File: src/kwm_pkg.sv
// Shared types and constants of the k-way run merge unit.
package kwm_pkg;

    localparam int KEY_PORT_W = 64;
    localparam int TAG_PORT_W = 16;
    localparam int RUN_W      = 3;
    localparam int CFG_W      = 4;

    // Command kinds passed from the front end to the merge engine.
    localparam logic [1:0] CMD_ERR       = 2'd0;
    localparam logic [1:0] CMD_WRITE     = 2'd1;
    localparam logic [1:0] CMD_WRITE_SEL = 2'd2;

    typedef struct packed {
        logic [1:0]            kind;
        logic [RUN_W-1:0]      run;
        logic [KEY_PORT_W-1:0] key;
        logic [TAG_PORT_W-1:0] tag;
        logic                  ended;
    } t_cmd;

    // Outcome of one selection, returned to the front end.
    typedef struct packed {
        logic             valid;
        logic             done;
        logic [RUN_W-1:0] run;
    } t_sel_fb;

endpackage

File: src/k_way_run_merge_unit.sv
// Top level of the k-way run merge unit: register, front end, queue and merge engine.
//
//  channel | direction | handshake            | payload
//  --------+-----------+----------------------+---------------------------------------------
//  in      | input     | i_in_valid/o_in_stall | i_run_index, i_record_key, i_record_tag,
//          |           |                      | i_run_ended
//  out     | output    | o_out_valid/i_out_stall | o_out_key, o_out_tag, o_out_run,
//          |           |                      | o_merge_done, o_order_error
//  cfg     | input     | i_cfg_valid/o_cfg_ready | i_cfg_data (run_count)
//
// A beat that loads a head without selecting is written to the head store; a beat
// that names the wrong run waits for a free output register. A beat that triggers a
// selection makes the engine, for n active runs, scan the head store one run per cycle
// through its single read port, and input is held off until the result is formed.
// Synchronous active-low reset empties the queue and clears all heads; run_count
// resets to 2. A stalled result stays in the output register while loads carry on.
module k_way_run_merge_unit #(
    parameter int MAX_RUNS  = 8,
    parameter int KEY_BYTES = 8,
    parameter int TAG_BITS  = 16
) (
    input  logic                           i_clk,
    input  logic                           i_rst_n,
    input  logic                           i_in_valid,
    output logic                           o_in_stall,
    input  logic [kwm_pkg::RUN_W-1:0]      i_run_index,
    input  logic [kwm_pkg::KEY_PORT_W-1:0] i_record_key,
    input  logic [kwm_pkg::TAG_PORT_W-1:0] i_record_tag,
    input  logic                           i_run_ended,
    output logic                           o_out_valid,
    input  logic                           i_out_stall,
    output logic [kwm_pkg::KEY_PORT_W-1:0] o_out_key,
    output logic [kwm_pkg::TAG_PORT_W-1:0] o_out_tag,
    output logic [kwm_pkg::RUN_W-1:0]      o_out_run,
    output logic                           o_merge_done,
    output logic                           o_order_error,
    input  logic                           i_cfg_valid,
    output logic                           o_cfg_ready,
    input  logic [kwm_pkg::CFG_W-1:0]      i_cfg_data
);

    localparam int CNT_W = $clog2(MAX_RUNS + 1);
    localparam int KEY_W = 8 * KEY_BYTES;
    localparam int TAG_W = (TAG_BITS < kwm_pkg::TAG_PORT_W) ? TAG_BITS : kwm_pkg::TAG_PORT_W;

    logic [kwm_pkg::CFG_W-1:0] r_run_count;
    logic [7:0]                rc_ext;
    logic [7:0]                n_active;
    logic [CNT_W-1:0]          active_n;
    logic                      cfg_wr;

    kwm_pkg::t_cmd    push_cmd;
    kwm_pkg::t_cmd    head_cmd;
    kwm_pkg::t_sel_fb sel_fb;
    logic             q_push;
    logic             q_pop;
    logic             q_valid;
    logic             q_full;
    logic             front_busy;

    assign o_cfg_ready = 1'b1;
    assign cfg_wr      = i_cfg_valid && o_cfg_ready;

    // Zero acts as one run; counts above the store depth saturate.
    assign rc_ext   = 8'(r_run_count);
    assign n_active = (rc_ext == 8'd0) ? 8'd1 :
                      (rc_ext > 8'(MAX_RUNS)) ? 8'(MAX_RUNS) : rc_ext;
    assign active_n = n_active[CNT_W-1:0];

    always_ff @(posedge i_clk) begin
        if (!i_rst_n) begin
            r_run_count <= kwm_pkg::CFG_W'(2);
        end else if (cfg_wr) begin
            r_run_count <= i_cfg_data;
        end
    end

    kwm_front #(
        .MAX_RUNS (MAX_RUNS),
        .KEY_W    (KEY_W),
        .TAG_W    (TAG_W)
    ) u_front (
        .i_clk        (i_clk),
        .i_rst_n      (i_rst_n),
        .i_restart    (cfg_wr),
        .i_n          (active_n),
        .i_valid      (i_in_valid),
        .o_stall      (o_in_stall),
        .i_run_index  (i_run_index),
        .i_record_key (i_record_key),
        .i_record_tag (i_record_tag),
        .i_run_ended  (i_run_ended),
        .i_q_full     (q_full),
        .o_push       (q_push),
        .o_cmd        (push_cmd),
        .i_fb         (sel_fb),
        .o_busy       (front_busy)
    );

    kwm_fifo u_fifo (
        .i_clk   (i_clk),
        .i_rst_n (i_rst_n),
        .i_push  (q_push),
        .i_data  (push_cmd),
        .i_pop   (q_pop),
        .o_data  (head_cmd),
        .o_valid (q_valid),
        .o_full  (q_full)
    );

    kwm_back #(
        .MAX_RUNS (MAX_RUNS),
        .KEY_W    (KEY_W),
        .TAG_W    (TAG_W)
    ) u_back (
        .i_clk         (i_clk),
        .i_rst_n       (i_rst_n),
        .i_restart     (cfg_wr),
        .i_n           (active_n),
        .i_cmd_valid   (q_valid),
        .i_cmd         (head_cmd),
        .o_cmd_pop     (q_pop),
        .o_fb          (sel_fb),
        .o_out_valid   (o_out_valid),
        .i_out_stall   (i_out_stall),
        .o_out_key     (o_out_key),
        .o_out_tag     (o_out_tag),
        .o_out_run     (o_out_run),
        .o_merge_done  (o_merge_done),
        .o_order_error (o_order_error)
    );

`ifndef ASSERT_OFF
    a_no_push_when_full: assert property (@(posedge i_clk) disable iff (!i_rst_n)
        q_push |-> !q_full)
        else $error("command queue written while full");

    a_fb_only_when_waiting: assert property (@(posedge i_clk) disable iff (!i_rst_n)
        sel_fb.valid |-> front_busy)
        else $error("selection result without an outstanding selection");

    a_done_err_exclusive: assert property (@(posedge i_clk) disable iff (!i_rst_n)
        o_out_valid |-> !(o_merge_done && o_order_error))
        else $error("result beat flags both done and order error");

    a_pop_needs_entry: assert property (@(posedge i_clk) disable iff (!i_rst_n)
        q_pop |-> q_valid)
        else $error("command queue read while empty");
`endif

endmodule

File: src/kwm_front.sv
// Front end: checks each input beat against the expected run and queues a command.
module kwm_front #(
    parameter int MAX_RUNS = 8,
    parameter int KEY_W    = 64,
    parameter int TAG_W    = 16
) (
    input  logic                           i_clk,
    input  logic                           i_rst_n,
    input  logic                           i_restart,
    input  logic [$clog2(MAX_RUNS+1)-1:0]  i_n,
    input  logic                           i_valid,
    output logic                           o_stall,
    input  logic [kwm_pkg::RUN_W-1:0]      i_run_index,
    input  logic [kwm_pkg::KEY_PORT_W-1:0] i_record_key,
    input  logic [kwm_pkg::TAG_PORT_W-1:0] i_record_tag,
    input  logic                           i_run_ended,
    input  logic                           i_q_full,
    output logic                           o_push,
    output kwm_pkg::t_cmd                  o_cmd,
    input  kwm_pkg::t_sel_fb               i_fb,
    output logic                           o_busy
);

    localparam int CNT_W = $clog2(MAX_RUNS + 1);
    localparam logic [kwm_pkg::KEY_PORT_W-1:0] KeyMask =
        {kwm_pkg::KEY_PORT_W{1'b1}} >> (kwm_pkg::KEY_PORT_W - KEY_W);
    localparam logic [kwm_pkg::TAG_PORT_W-1:0] TagMask =
        {kwm_pkg::TAG_PORT_W{1'b1}} >> (kwm_pkg::TAG_PORT_W - TAG_W);

    logic [CNT_W-1:0]          r_loaded, n_loaded;
    logic [kwm_pkg::RUN_W-1:0] r_expected, n_expected;
    logic                      r_wait, n_wait;

    logic             loading;
    logic [7:0]       want;
    logic             match;
    logic [CNT_W-1:0] loaded_inc;
    logic             accept;

    assign o_stall    = i_q_full || r_wait;
    assign accept     = i_valid && !o_stall;
    assign loading    = r_loaded < i_n;
    assign want       = loading ? 8'(r_loaded) : 8'(r_expected);
    assign match      = 8'(i_run_index) == want;
    assign loaded_inc = r_loaded + CNT_W'(1);
    assign o_busy     = r_wait;

    always_comb begin
        n_loaded       = r_loaded;
        n_expected     = r_expected;
        n_wait         = r_wait;
        o_push         = 1'b0;
        o_cmd.kind     = kwm_pkg::CMD_ERR;
        o_cmd.run      = i_run_index;
        o_cmd.key      = i_record_key & KeyMask;
        o_cmd.tag      = i_record_tag & TagMask;
        o_cmd.ended    = i_run_ended;

        if (accept) begin
            o_push = 1'b1;
            if (!match) begin
                o_cmd.kind = kwm_pkg::CMD_ERR;
            end else if (loading) begin
                n_loaded = loaded_inc;
                if (loaded_inc == i_n) begin
                    o_cmd.kind = kwm_pkg::CMD_WRITE_SEL;
                    n_wait     = 1'b1;
                end else begin
                    o_cmd.kind = kwm_pkg::CMD_WRITE;
                end
            end else begin
                o_cmd.kind = kwm_pkg::CMD_WRITE_SEL;
                n_wait     = 1'b1;
            end
        end

        // A selection result arrives only while input is held off.
        if (i_fb.valid) begin
            n_wait = 1'b0;
            if (i_fb.done) begin
                n_loaded   = '0;
                n_expected = '0;
            end else begin
                n_expected = i_fb.run;
            end
        end

        if (i_restart) begin
            n_loaded   = '0;
            n_expected = '0;
            n_wait     = 1'b0;
        end
    end

    always_ff @(posedge i_clk) begin
        if (!i_rst_n) begin
            r_loaded   <= '0;
            r_expected <= '0;
            r_wait     <= 1'b0;
        end else begin
            r_loaded   <= n_loaded;
            r_expected <= n_expected;
            r_wait     <= n_wait;
        end
    end

endmodule

File: src/kwm_fifo.sv
// Two-entry command queue between the front end and the merge engine.
module kwm_fifo (
    input  logic          i_clk,
    input  logic          i_rst_n,
    input  logic          i_push,
    input  kwm_pkg::t_cmd i_data,
    input  logic          i_pop,
    output kwm_pkg::t_cmd o_data,
    output logic          o_valid,
    output logic          o_full
);

    kwm_pkg::t_cmd r_slot [2];
    logic          r_wr_ptr, n_wr_ptr;
    logic          r_rd_ptr, n_rd_ptr;
    logic [1:0]    r_count, n_count;

    assign o_data  = r_slot[r_rd_ptr];
    assign o_valid = r_count != 2'd0;
    assign o_full  = r_count == 2'd2;

    always_comb begin
        n_wr_ptr = r_wr_ptr;
        n_rd_ptr = r_rd_ptr;
        n_count  = r_count;
        if (i_push) begin
            n_wr_ptr = !r_wr_ptr;
        end
        if (i_pop) begin
            n_rd_ptr = !r_rd_ptr;
        end
        if (i_push && !i_pop) begin
            n_count = r_count + 2'd1;
        end else if (!i_push && i_pop) begin
            n_count = r_count - 2'd1;
        end
    end

    always_ff @(posedge i_clk) begin
        if (!i_rst_n) begin
            r_wr_ptr <= 1'b0;
            r_rd_ptr <= 1'b0;
            r_count  <= 2'd0;
        end else begin
            r_wr_ptr <= n_wr_ptr;
            r_rd_ptr <= n_rd_ptr;
            r_count  <= n_count;
        end
    end

    always_ff @(posedge i_clk) begin
        if (i_push) begin
            r_slot[r_wr_ptr] <= i_data;
        end
    end

endmodule

File: src/kwm_back.sv
// Merge engine: head store, sequential minimum scan and the result register.
module kwm_back #(
    parameter int MAX_RUNS = 8,
    parameter int KEY_W    = 64,
    parameter int TAG_W    = 16
) (
    input  logic                           i_clk,
    input  logic                           i_rst_n,
    input  logic                           i_restart,
    input  logic [$clog2(MAX_RUNS+1)-1:0]  i_n,
    input  logic                           i_cmd_valid,
    input  kwm_pkg::t_cmd                  i_cmd,
    output logic                           o_cmd_pop,
    output kwm_pkg::t_sel_fb               o_fb,
    output logic                           o_out_valid,
    input  logic                           i_out_stall,
    output logic [kwm_pkg::KEY_PORT_W-1:0] o_out_key,
    output logic [kwm_pkg::TAG_PORT_W-1:0] o_out_tag,
    output logic [kwm_pkg::RUN_W-1:0]      o_out_run,
    output logic                           o_merge_done,
    output logic                           o_order_error
);

    localparam int CNT_W = $clog2(MAX_RUNS + 1);
    localparam int IDX_W = $clog2(MAX_RUNS);

    localparam logic [1:0] ST_IDLE = 2'd0;
    localparam logic [1:0] ST_SCAN = 2'd1;
    localparam logic [1:0] ST_EMIT = 2'd2;

    logic [KEY_W-1:0] r_key_mem [MAX_RUNS];
    logic [TAG_W-1:0] r_tag_mem [MAX_RUNS];
    logic [KEY_W-1:0] r_rd_key;
    logic [TAG_W-1:0] r_rd_tag;

    logic [1:0]          r_state, n_state;
    logic [MAX_RUNS-1:0] r_head_valid, n_head_valid;
    logic [CNT_W-1:0]    r_scan_cnt, n_scan_cnt;
    logic                r_rd_live, n_rd_live;
    logic [IDX_W-1:0]    r_rd_idx, n_rd_idx;
    logic                r_found, n_found;
    logic [KEY_W-1:0]    r_best_key, n_best_key;
    logic [TAG_W-1:0]    r_best_tag, n_best_tag;
    logic [IDX_W-1:0]    r_best_idx, n_best_idx;

    logic                      r_out_valid, n_out_valid;
    logic [KEY_W-1:0]          r_out_key, n_out_key;
    logic [TAG_W-1:0]          r_out_tag, n_out_tag;
    logic [kwm_pkg::RUN_W-1:0] r_out_run, n_out_run;
    logic                      r_out_done, n_out_done;
    logic                      r_out_err, n_out_err;

    logic             out_free;
    logic             wr_en;
    logic [7:0]       cmd_run8;
    logic [IDX_W-1:0] wr_addr;
    logic [IDX_W-1:0] rd_addr;
    logic [7:0]       best_idx8;

    assign out_free  = !r_out_valid || !i_out_stall;
    assign cmd_run8  = 8'(i_cmd.run);
    assign wr_addr   = cmd_run8[IDX_W-1:0];
    assign rd_addr   = r_scan_cnt[IDX_W-1:0];
    assign best_idx8 = 8'(r_best_idx);

    assign o_out_valid   = r_out_valid;
    assign o_out_key     = kwm_pkg::KEY_PORT_W'(r_out_key);
    assign o_out_tag     = kwm_pkg::TAG_PORT_W'(r_out_tag);
    assign o_out_run     = r_out_run;
    assign o_merge_done  = r_out_done;
    assign o_order_error = r_out_err;

    always_comb begin
        n_state      = r_state;
        n_head_valid = r_head_valid;
        n_scan_cnt   = r_scan_cnt;
        n_rd_live    = r_rd_live;
        n_rd_idx     = r_rd_idx;
        n_found      = r_found;
        n_best_key   = r_best_key;
        n_best_tag   = r_best_tag;
        n_best_idx   = r_best_idx;
        n_out_valid  = r_out_valid && i_out_stall;
        n_out_key    = r_out_key;
        n_out_tag    = r_out_tag;
        n_out_run    = r_out_run;
        n_out_done   = r_out_done;
        n_out_err    = r_out_err;
        o_cmd_pop    = 1'b0;
        wr_en        = 1'b0;
        o_fb         = '0;

        unique case (r_state)
            ST_IDLE: begin
                if (i_cmd_valid) begin
                    unique case (i_cmd.kind)
                        kwm_pkg::CMD_ERR: begin
                            if (out_free) begin
                                o_cmd_pop   = 1'b1;
                                n_out_valid = 1'b1;
                                n_out_key   = '0;
                                n_out_tag   = '0;
                                n_out_run   = '0;
                                n_out_done  = 1'b0;
                                n_out_err   = 1'b1;
                            end
                        end
                        kwm_pkg::CMD_WRITE: begin
                            o_cmd_pop = 1'b1;
                            wr_en     = 1'b1;
                        end
                        kwm_pkg::CMD_WRITE_SEL: begin
                            o_cmd_pop  = 1'b1;
                            wr_en      = 1'b1;
                            n_scan_cnt = '0;
                            n_found    = 1'b0;
                            n_rd_live  = 1'b0;
                            n_state    = ST_SCAN;
                        end
                        default: begin
                            o_cmd_pop = 1'b1;
                        end
                    endcase
                end
            end
            ST_SCAN: begin
                // Compare the entry read in the previous cycle; strict less
                // keeps the lowest run on equal keys.
                if (r_rd_live && (!r_found || (r_rd_key < r_best_key))) begin
                    n_found    = 1'b1;
                    n_best_key = r_rd_key;
                    n_best_tag = r_rd_tag;
                    n_best_idx = r_rd_idx;
                end
                if (r_scan_cnt != i_n) begin
                    n_rd_live  = r_head_valid[rd_addr];
                    n_rd_idx   = rd_addr;
                    n_scan_cnt = r_scan_cnt + CNT_W'(1);
                end else begin
                    n_rd_live = 1'b0;
                    n_state   = ST_EMIT;
                end
            end
            ST_EMIT: begin
                if (out_free) begin
                    n_out_valid = 1'b1;
                    n_out_err   = 1'b0;
                    o_fb.valid  = 1'b1;
                    if (r_found) begin
                        n_out_key  = r_best_key;
                        n_out_tag  = r_best_tag;
                        n_out_run  = best_idx8[kwm_pkg::RUN_W-1:0];
                        n_out_done = 1'b0;
                        o_fb.run   = best_idx8[kwm_pkg::RUN_W-1:0];
                    end else begin
                        // Every run is exhausted: report and start a new group.
                        n_out_key    = '0;
                        n_out_tag    = '0;
                        n_out_run    = '0;
                        n_out_done   = 1'b1;
                        o_fb.done    = 1'b1;
                        n_head_valid = '0;
                    end
                    n_state = ST_IDLE;
                end
            end
            default: begin
                n_state = ST_IDLE;
            end
        endcase

        if (wr_en) begin
            n_head_valid[wr_addr] = !i_cmd.ended;
        end

        if (i_restart) begin
            n_head_valid = '0;
            n_state      = ST_IDLE;
        end
    end

    always_ff @(posedge i_clk) begin
        if (!i_rst_n) begin
            r_state      <= ST_IDLE;
            r_head_valid <= '0;
            r_scan_cnt   <= '0;
            r_rd_live    <= 1'b0;
            r_found      <= 1'b0;
            r_out_valid  <= 1'b0;
        end else begin
            r_state      <= n_state;
            r_head_valid <= n_head_valid;
            r_scan_cnt   <= n_scan_cnt;
            r_rd_live    <= n_rd_live;
            r_found      <= n_found;
            r_out_valid  <= n_out_valid;
        end
    end

    always_ff @(posedge i_clk) begin
        r_rd_idx   <= n_rd_idx;
        r_best_key <= n_best_key;
        r_best_tag <= n_best_tag;
        r_best_idx <= n_best_idx;
        r_out_key  <= n_out_key;
        r_out_tag  <= n_out_tag;
        r_out_run  <= n_out_run;
        r_out_done <= n_out_done;
        r_out_err  <= n_out_err;
    end

    // Head store with one write port and one registered read port.
    always_ff @(posedge i_clk) begin
        if (wr_en) begin
            r_key_mem[wr_addr] <= i_cmd.key[KEY_W-1:0];
            r_tag_mem[wr_addr] <= i_cmd.tag[TAG_W-1:0];
        end
        r_rd_key <= r_key_mem[rd_addr];
        r_rd_tag <= r_tag_mem[rd_addr];
    end

endmodule

File: config.mk
export PLATFORM = sky130hd
export DESIGN_NAME = k_way_run_merge_unit
export DESIGN_NICKNAME = d
export VERILOG_FILES = /design/src/kwm_pkg.sv /design/src/k_way_run_merge_unit.sv /design/src/kwm_front.sv /design/src/kwm_fifo.sv /design/src/kwm_back.sv
export SDC_FILE = /design/constraint.sdc
export NUM_CORES = 1
export LEC_CHECK = 0
export BUFFER_PORTS_ARGS = -buffer_cell sky130_fd_sc_hd__buf_2
export CORE_MARGIN = 2
export CORE_UTILIZATION = 65
export CTS_BUF_LIST = sky130_fd_sc_hd__clkbuf_8
export CTS_CLUSTER_DIAMETER = 80
export DETAILED_ROUTE_END_ITERATION = 10
export PLACE_DENSITY = 0.84
export SLEW_MARGIN = 10
export SYNTH_ARGS = -nofsm -noshare
export SYNTH_HDL_FRONTEND = slang
export SYNTH_SLANG_ARGS = --single-unit
File: constraint.sdc
create_clock -name i_clk -period 17.75 [get_ports i_clk]
set_input_delay 0.8875 -clock i_clk [delete_from_list [all_inputs] [get_ports i_clk]]
set_output_delay 0.8875 -clock i_clk [all_outputs]
set_load 0.05 [all_outputs]
Yosys cells after proc, flatten, opt, wreduce, memory -nomap -nowiden
Memory sizes are Yosys's and may differ from the RTL's. A register that Yosys moved wholly into a read port is not among the register bits.
Index checks and enable logic that the tools add are counted.
Operators by class
  multiplexer cells: 89
  $lt $le $gt $ge: 6
  bitwise operators: 1
  add/sub/neg operators: 4
  equality and inequality tests: 17
  reduce and logical (&&, ||, !) cells: 36
Operators by type and width (count)
  $mux W64: 5
  $pmux W64 S2: 1
  $mux W16: 5
  $lt A64 B64 Y1: 1
  $mux W4: 11
  $mux W1: 33
  $mux W8: 4
  $pmux W16 S2: 1
  $mux W2: 10
  $mux W3: 6
  $reduce_and A4 Y1: 3
  $mux W5: 2
  $ne A2 B2 Y1 const B: 5
  $pmux W1 S2: 5
  $logic_not A1 Y1: 9
  $add A4 B1 Y4 const B: 2
  $bwmux W8: 1
  $eq A3 B8 Y1: 1
  $logic_not A8 Y1: 1
  $lt A3 B4 Y1 const B: 2
  $ne A2 B1 Y1 const B: 4
  $pmux W4 S2: 1
  $reduce_bool A2 Y1: 4
  $eq A2 B2 Y1 const B: 3
  other kinds (21): 33
Word-level totals
  input port bits: 93
  logic and storage cells: 178
  RAM bits: 812
  flip-flop bits (word level): 204
  memories: 3
  output and inout bits: 88
Memories
  u_back.r_key_mem: words 8, width 64, rd ports 1, clocked after Yosys merged registers in 1, write ports 1, RTL line kwm_back.sv:31  | logic [KEY_W-1:0] r_key_mem [MAX_RUNS];
  u_fifo.r_slot: words 2, width 86, rd ports 1, clocked after Yosys merged registers in 1, write ports 1, RTL line kwm_fifo.sv:13  | kwm_pkg::t_cmd r_slot [2];
  u_back.r_tag_mem: words 8, width 16, rd ports 1, clocked after Yosys merged registers in 1, write ports 1, RTL line kwm_back.sv:32  | logic [TAG_W-1:0] r_tag_mem [MAX_RUNS];

Depth between registers and ports, before layout
  word-level depth: 10
  gate-level depth with buffers: 11
  mapped depth without buffers: 9

By module
From an unflattened synthesis, not the netlist that was laid out.
Second synthesis, totals
  cells, all modules: 2094
  area, all modules: 42204.2 sq um
Modules (own cells, without submodules)
  kwm_back: times used 1, cells each 1629, seq. area each 26295.2 sq um, area an instance 34154.0 sq um
  kwm_fifo: times used 1, cells each 290, seq. area each 5265.0 sq um, area an instance 6628.9 sq um
  kwm_front: times used 1, cells each 155, seq. area each 160.2 sq um, area an instance 1226.2 sq um
  k_way_run_merge_unit: times used 1, cells each 20, seq. area each 80.1 sq um, area an instance 195.2 sq um

Worst setup path after synthesis
OpenSTA, ideal clock, no wires.
  kind: register to register
  start point: register with a tool-made name
  end point: register u_back.r_out_done, in the netlist u_back.o_merge_done (enable)
  arrival time: 7383 ps
  setup time: 633 ps
  path slack: 9734 ps
  cell stages (with the launch flop): 8
  buffers on the path: 3
  data required time: 17117 ps
  cells stage by stage: dfxtp_1 clkbuf_1 clkbuf_1 buf_2 mux2i_1 ha_1 a21oi_1 nor3_1
RTL lines
  end signal, assigned: RTL line kwm_back.sv:208  | r_out_done <= n_out_done;
  end, declared: RTL line kwm_back.sv:50  | logic r_out_done, n_out_done;

==> results.yml <==
logic_synthesis:
  postSynthRegisterBits: 1097
  syn-num-nets: 2185
  mean_post_synth_cell_area_um2: 20.34
  syn-instance-count: 2020
  ys_dominant_reg_cell: "edfxtp_1"
  synth.distinct_cells: 64
  synth-warning-count: 0
  synth.cell_area_mm2: 0.04109
  async_reset_ff_share_pct: 0
  post_synth_main_area_contributors: "edfxtp_1 (72%), mux4_2 (8.9%), dfxtp_1 (5.6%), mux2_2 (4.4%), ha_1 (2.2%)"
  synth_sequential_area_ratio_pct: 77.39
  synth.cells.most_frequent: "edfxtp_1 (983), mux2_2 (162), mux4_2 (162), dfxtp_1 (114), and3_1 (85)"
  yosys.area.top_type: "edfxtp_1"
  synthMostInstantiatedCell: "edfxtp_1"
  synth_edf_count: 983
  yosysTopAreaCellShare_pct: 71.83
placement:
  dp.final_hpwl_um: 46690
  portBuffers: 179
  routabilityCongestion: 0.8095
route:
  total_wirelength_of_the_detailed_routed_design_um: 81370
  via_per_inst: 6.079
  dr.first_iter.drc_count: 1816
  antenna_nets_post_route: 0
  vias: 19990
  detail_route.wl_per_cell_um: 24.74
  drt_first_pass_iters: 5
  drt_drc_violations_left: 0
power:
  vdd_ir_drop_max_mv: 0.09375
  design_power_total_uw: 6030
  power-per-cell-area_mw_per_mm2: 130.7
  leakagePower_uw: 0.01602
status:
  run_status: "finished, final reports clean"
critical_path:
  cpMaxStageDelayCell: "nor2_4"
  critPathTopFamily: "simple AND/OR/NAND/NOR gates"
  reg2reg_slack_ns: 13.52
  critical_path.endpoint_type: "flip-flop"
  critical_path.n_buffers_inverters: 1
  cp_num_cells: 6
  critical_path.reg2reg.endpoint: "u_back.r_key_mem[0][12]"
  cpPeakStageDelay_ns: 0.95
  critical_path_peak_fanout: 54
  rr_worst_depth: 6
  path_class: "flip-flop to flip-flop"
  worstSetupStartpointType: "flip-flop"
  worst_path_cell_chain: "mux2i_1 -> ha_1 -> nand3_1 -> or2_1 -> nor2_4 -> buf_4"
  worstPathArrival_ns: 4.64
  cp_data_required_time_ns: 18.17
die:
  die_area_mm2: 0.06524
  die_height_um: 255.4
  floorplan.die.width_um: 255.4
  initial_utilization_pct: 65.50
  core.rowCount: 92
  pin_count: 181
  core_region_area_mm2: 0.06274
global_routing:
  first_pass_grt_wire_length_um: 122000
  via_count_of_the_first_global_routing_pass: 21400
  antenna_found_initial: 2
  globalRouteOverflowTotal: 0
  grt_max_degree: 89
  gr-usage-all-layers_pct: 24.97
cts:
  number_of_gates_resized_after_cts: 0
  cts_tree: "done"
  postCtsHoldBufs: 0
  cts_setup_buffers: 0
  cts_inserted_buffers: 164
  clkTransAtPathRegs_ns: 0.06
  clk-insertion-delay-late_ns: 0.82
  h-tree-depth: 4
  max-clock-path-buffers: 3
  cts_num_sinks: 1097
  ctsRootBufferMaster: "clkbuf_8"
hold_path:
  hold_end: "u_fifo.r_slot[1][31]"
  hold_start: "i_record_key[14]"
  worst_hold_path.num_cells: 1
  hp-class: "primary input to flip-flop"
sta:
  tightestPinTransition_ns: 1.243
  period_share_pct: 23.82
  grt_setup_unrepaired: "false"
  timing.setup.tns_ns: 0
  slew_violations: 0
  final_hold_fails: 0
  timing.max_slew.rel_slack_pct: 17.14
  final_period_minus_worst_setup_slack_ns: 4.229
  fin_skew_ns: 0.04843
  max_freq_mhz: 236.5
  setup-violations-final: 0
final_layout:
  area.growth.synth_to_final_pct: 12.28
  final_layout_size_suffix_gt1_share_pct: 31.26
  num-nets-final: 2471
job:
  drv_cap: 0
==> routing by layer <==
metal | track usage (%) | vias to the layer above | wire, um | share of wire (%)
met4 | 9.820 | 0 | 2212 | 2.7
met5 | 0 | - | 0 | 0
met3 | 4.663 | 178 | 5453 | 6.7
met1 | 31.30 | 10260 | 30720 | 38
met2 | 43.49 | 898 | 42990 | 53
li1 | - | 8655 | - | -
==> where the power goes <==
part	leakage (uW)	switching [uW]	total (uW)	internal (uW)
clock network	0.00186	932	1950	1020
logic	0.00426	562	763	201
registers	0.00991	87.8	3320	3230
==> final cells by class <==
type | count | area (um2)
Clock inverter | 118 | 649.4
Fill cell | 3298 | 16600
Timing Repair Buffer | 202 | 1066
Antenna cell | 2 | 5.005
Sequential cell | 1097 | 31820
Multi-Input combinational cell | 768 | 8750
Tap cell | 846 | 1059
Clock buffer | 183 | 2519
Inverter | 73 | 274.0
==> logic make-up after synthesis <==
logic type	after synthesis	share of synthesized area [%]
simple gates	242	3.173
mux	344	13.83
compound gates	95	1.583
buf+inv	155	1.525
fa+ha+maj	72	2.192
other cells	1	0.009126
flops	1097	77.39
xor+xnor	14	0.2984
==> through the flow <==
stage | cells | util, % | setup WS [ns] | cell area, um2 | hold WS, ns
detailed placement | 2985 | 68.48 | 13.60 | 42960 | 0.3895
global route | 3288 | 73.54 | 13.32 | 46140 | 0.2255
floorplan | 2020 | - | 9.734 | 41090 | 0.3855
finish | 3289 | 73.54 | 13.52 | 46140 | 0.2610
global placement | 2985 | 68.48 | 13.60 | 42960 | 0.3921
CTS | 3286 | 73.53 | 13.48 | 46130 | 0.1733
==> worst max-delay path by stage <==
stage / from / endpoint / slack, ns
finish: flip-flop / u_back.r_key_mem[0][12] / 13.52
global placement: flip-flop / u_back.r_head_valid[6] / 13.60
detailed placement: flip-flop / u_back.r_key_mem[0][13] / 13.60
global route: flip-flop / u_back.r_head_valid[6] / 13.32
floorplan: flip-flop / u_back.o_merge_done / 9.73
CTS: flip-flop / u_back.r_tag_mem[0][14] / 13.48
==> state kept, by name (all words and copies together), names as in the netlist, 64 cells and up, named ones only <==
name and cells:
u_back.o_out_key 64, u_back.r_best_key 64, u_back.r_key_mem 512, u_back.r_rd_key 64
u_back.r_tag_mem 128, u_fifo.r_slot 172
==> layout by cell type (no fill, tap or decap), types with 25 or more instances in the layout <==
master      n
a21oi_1    31
and3_1     84
buf_2     180
clkbuf_8  183
clkinv_1   25
dfxtp_1   109
edfxtp_1  983
ha_1       72
inv_1     136
mux2_2    162
mux4_2    162
nand2_1    37
nor2_1     35
(Power assumes the default switching activity.)
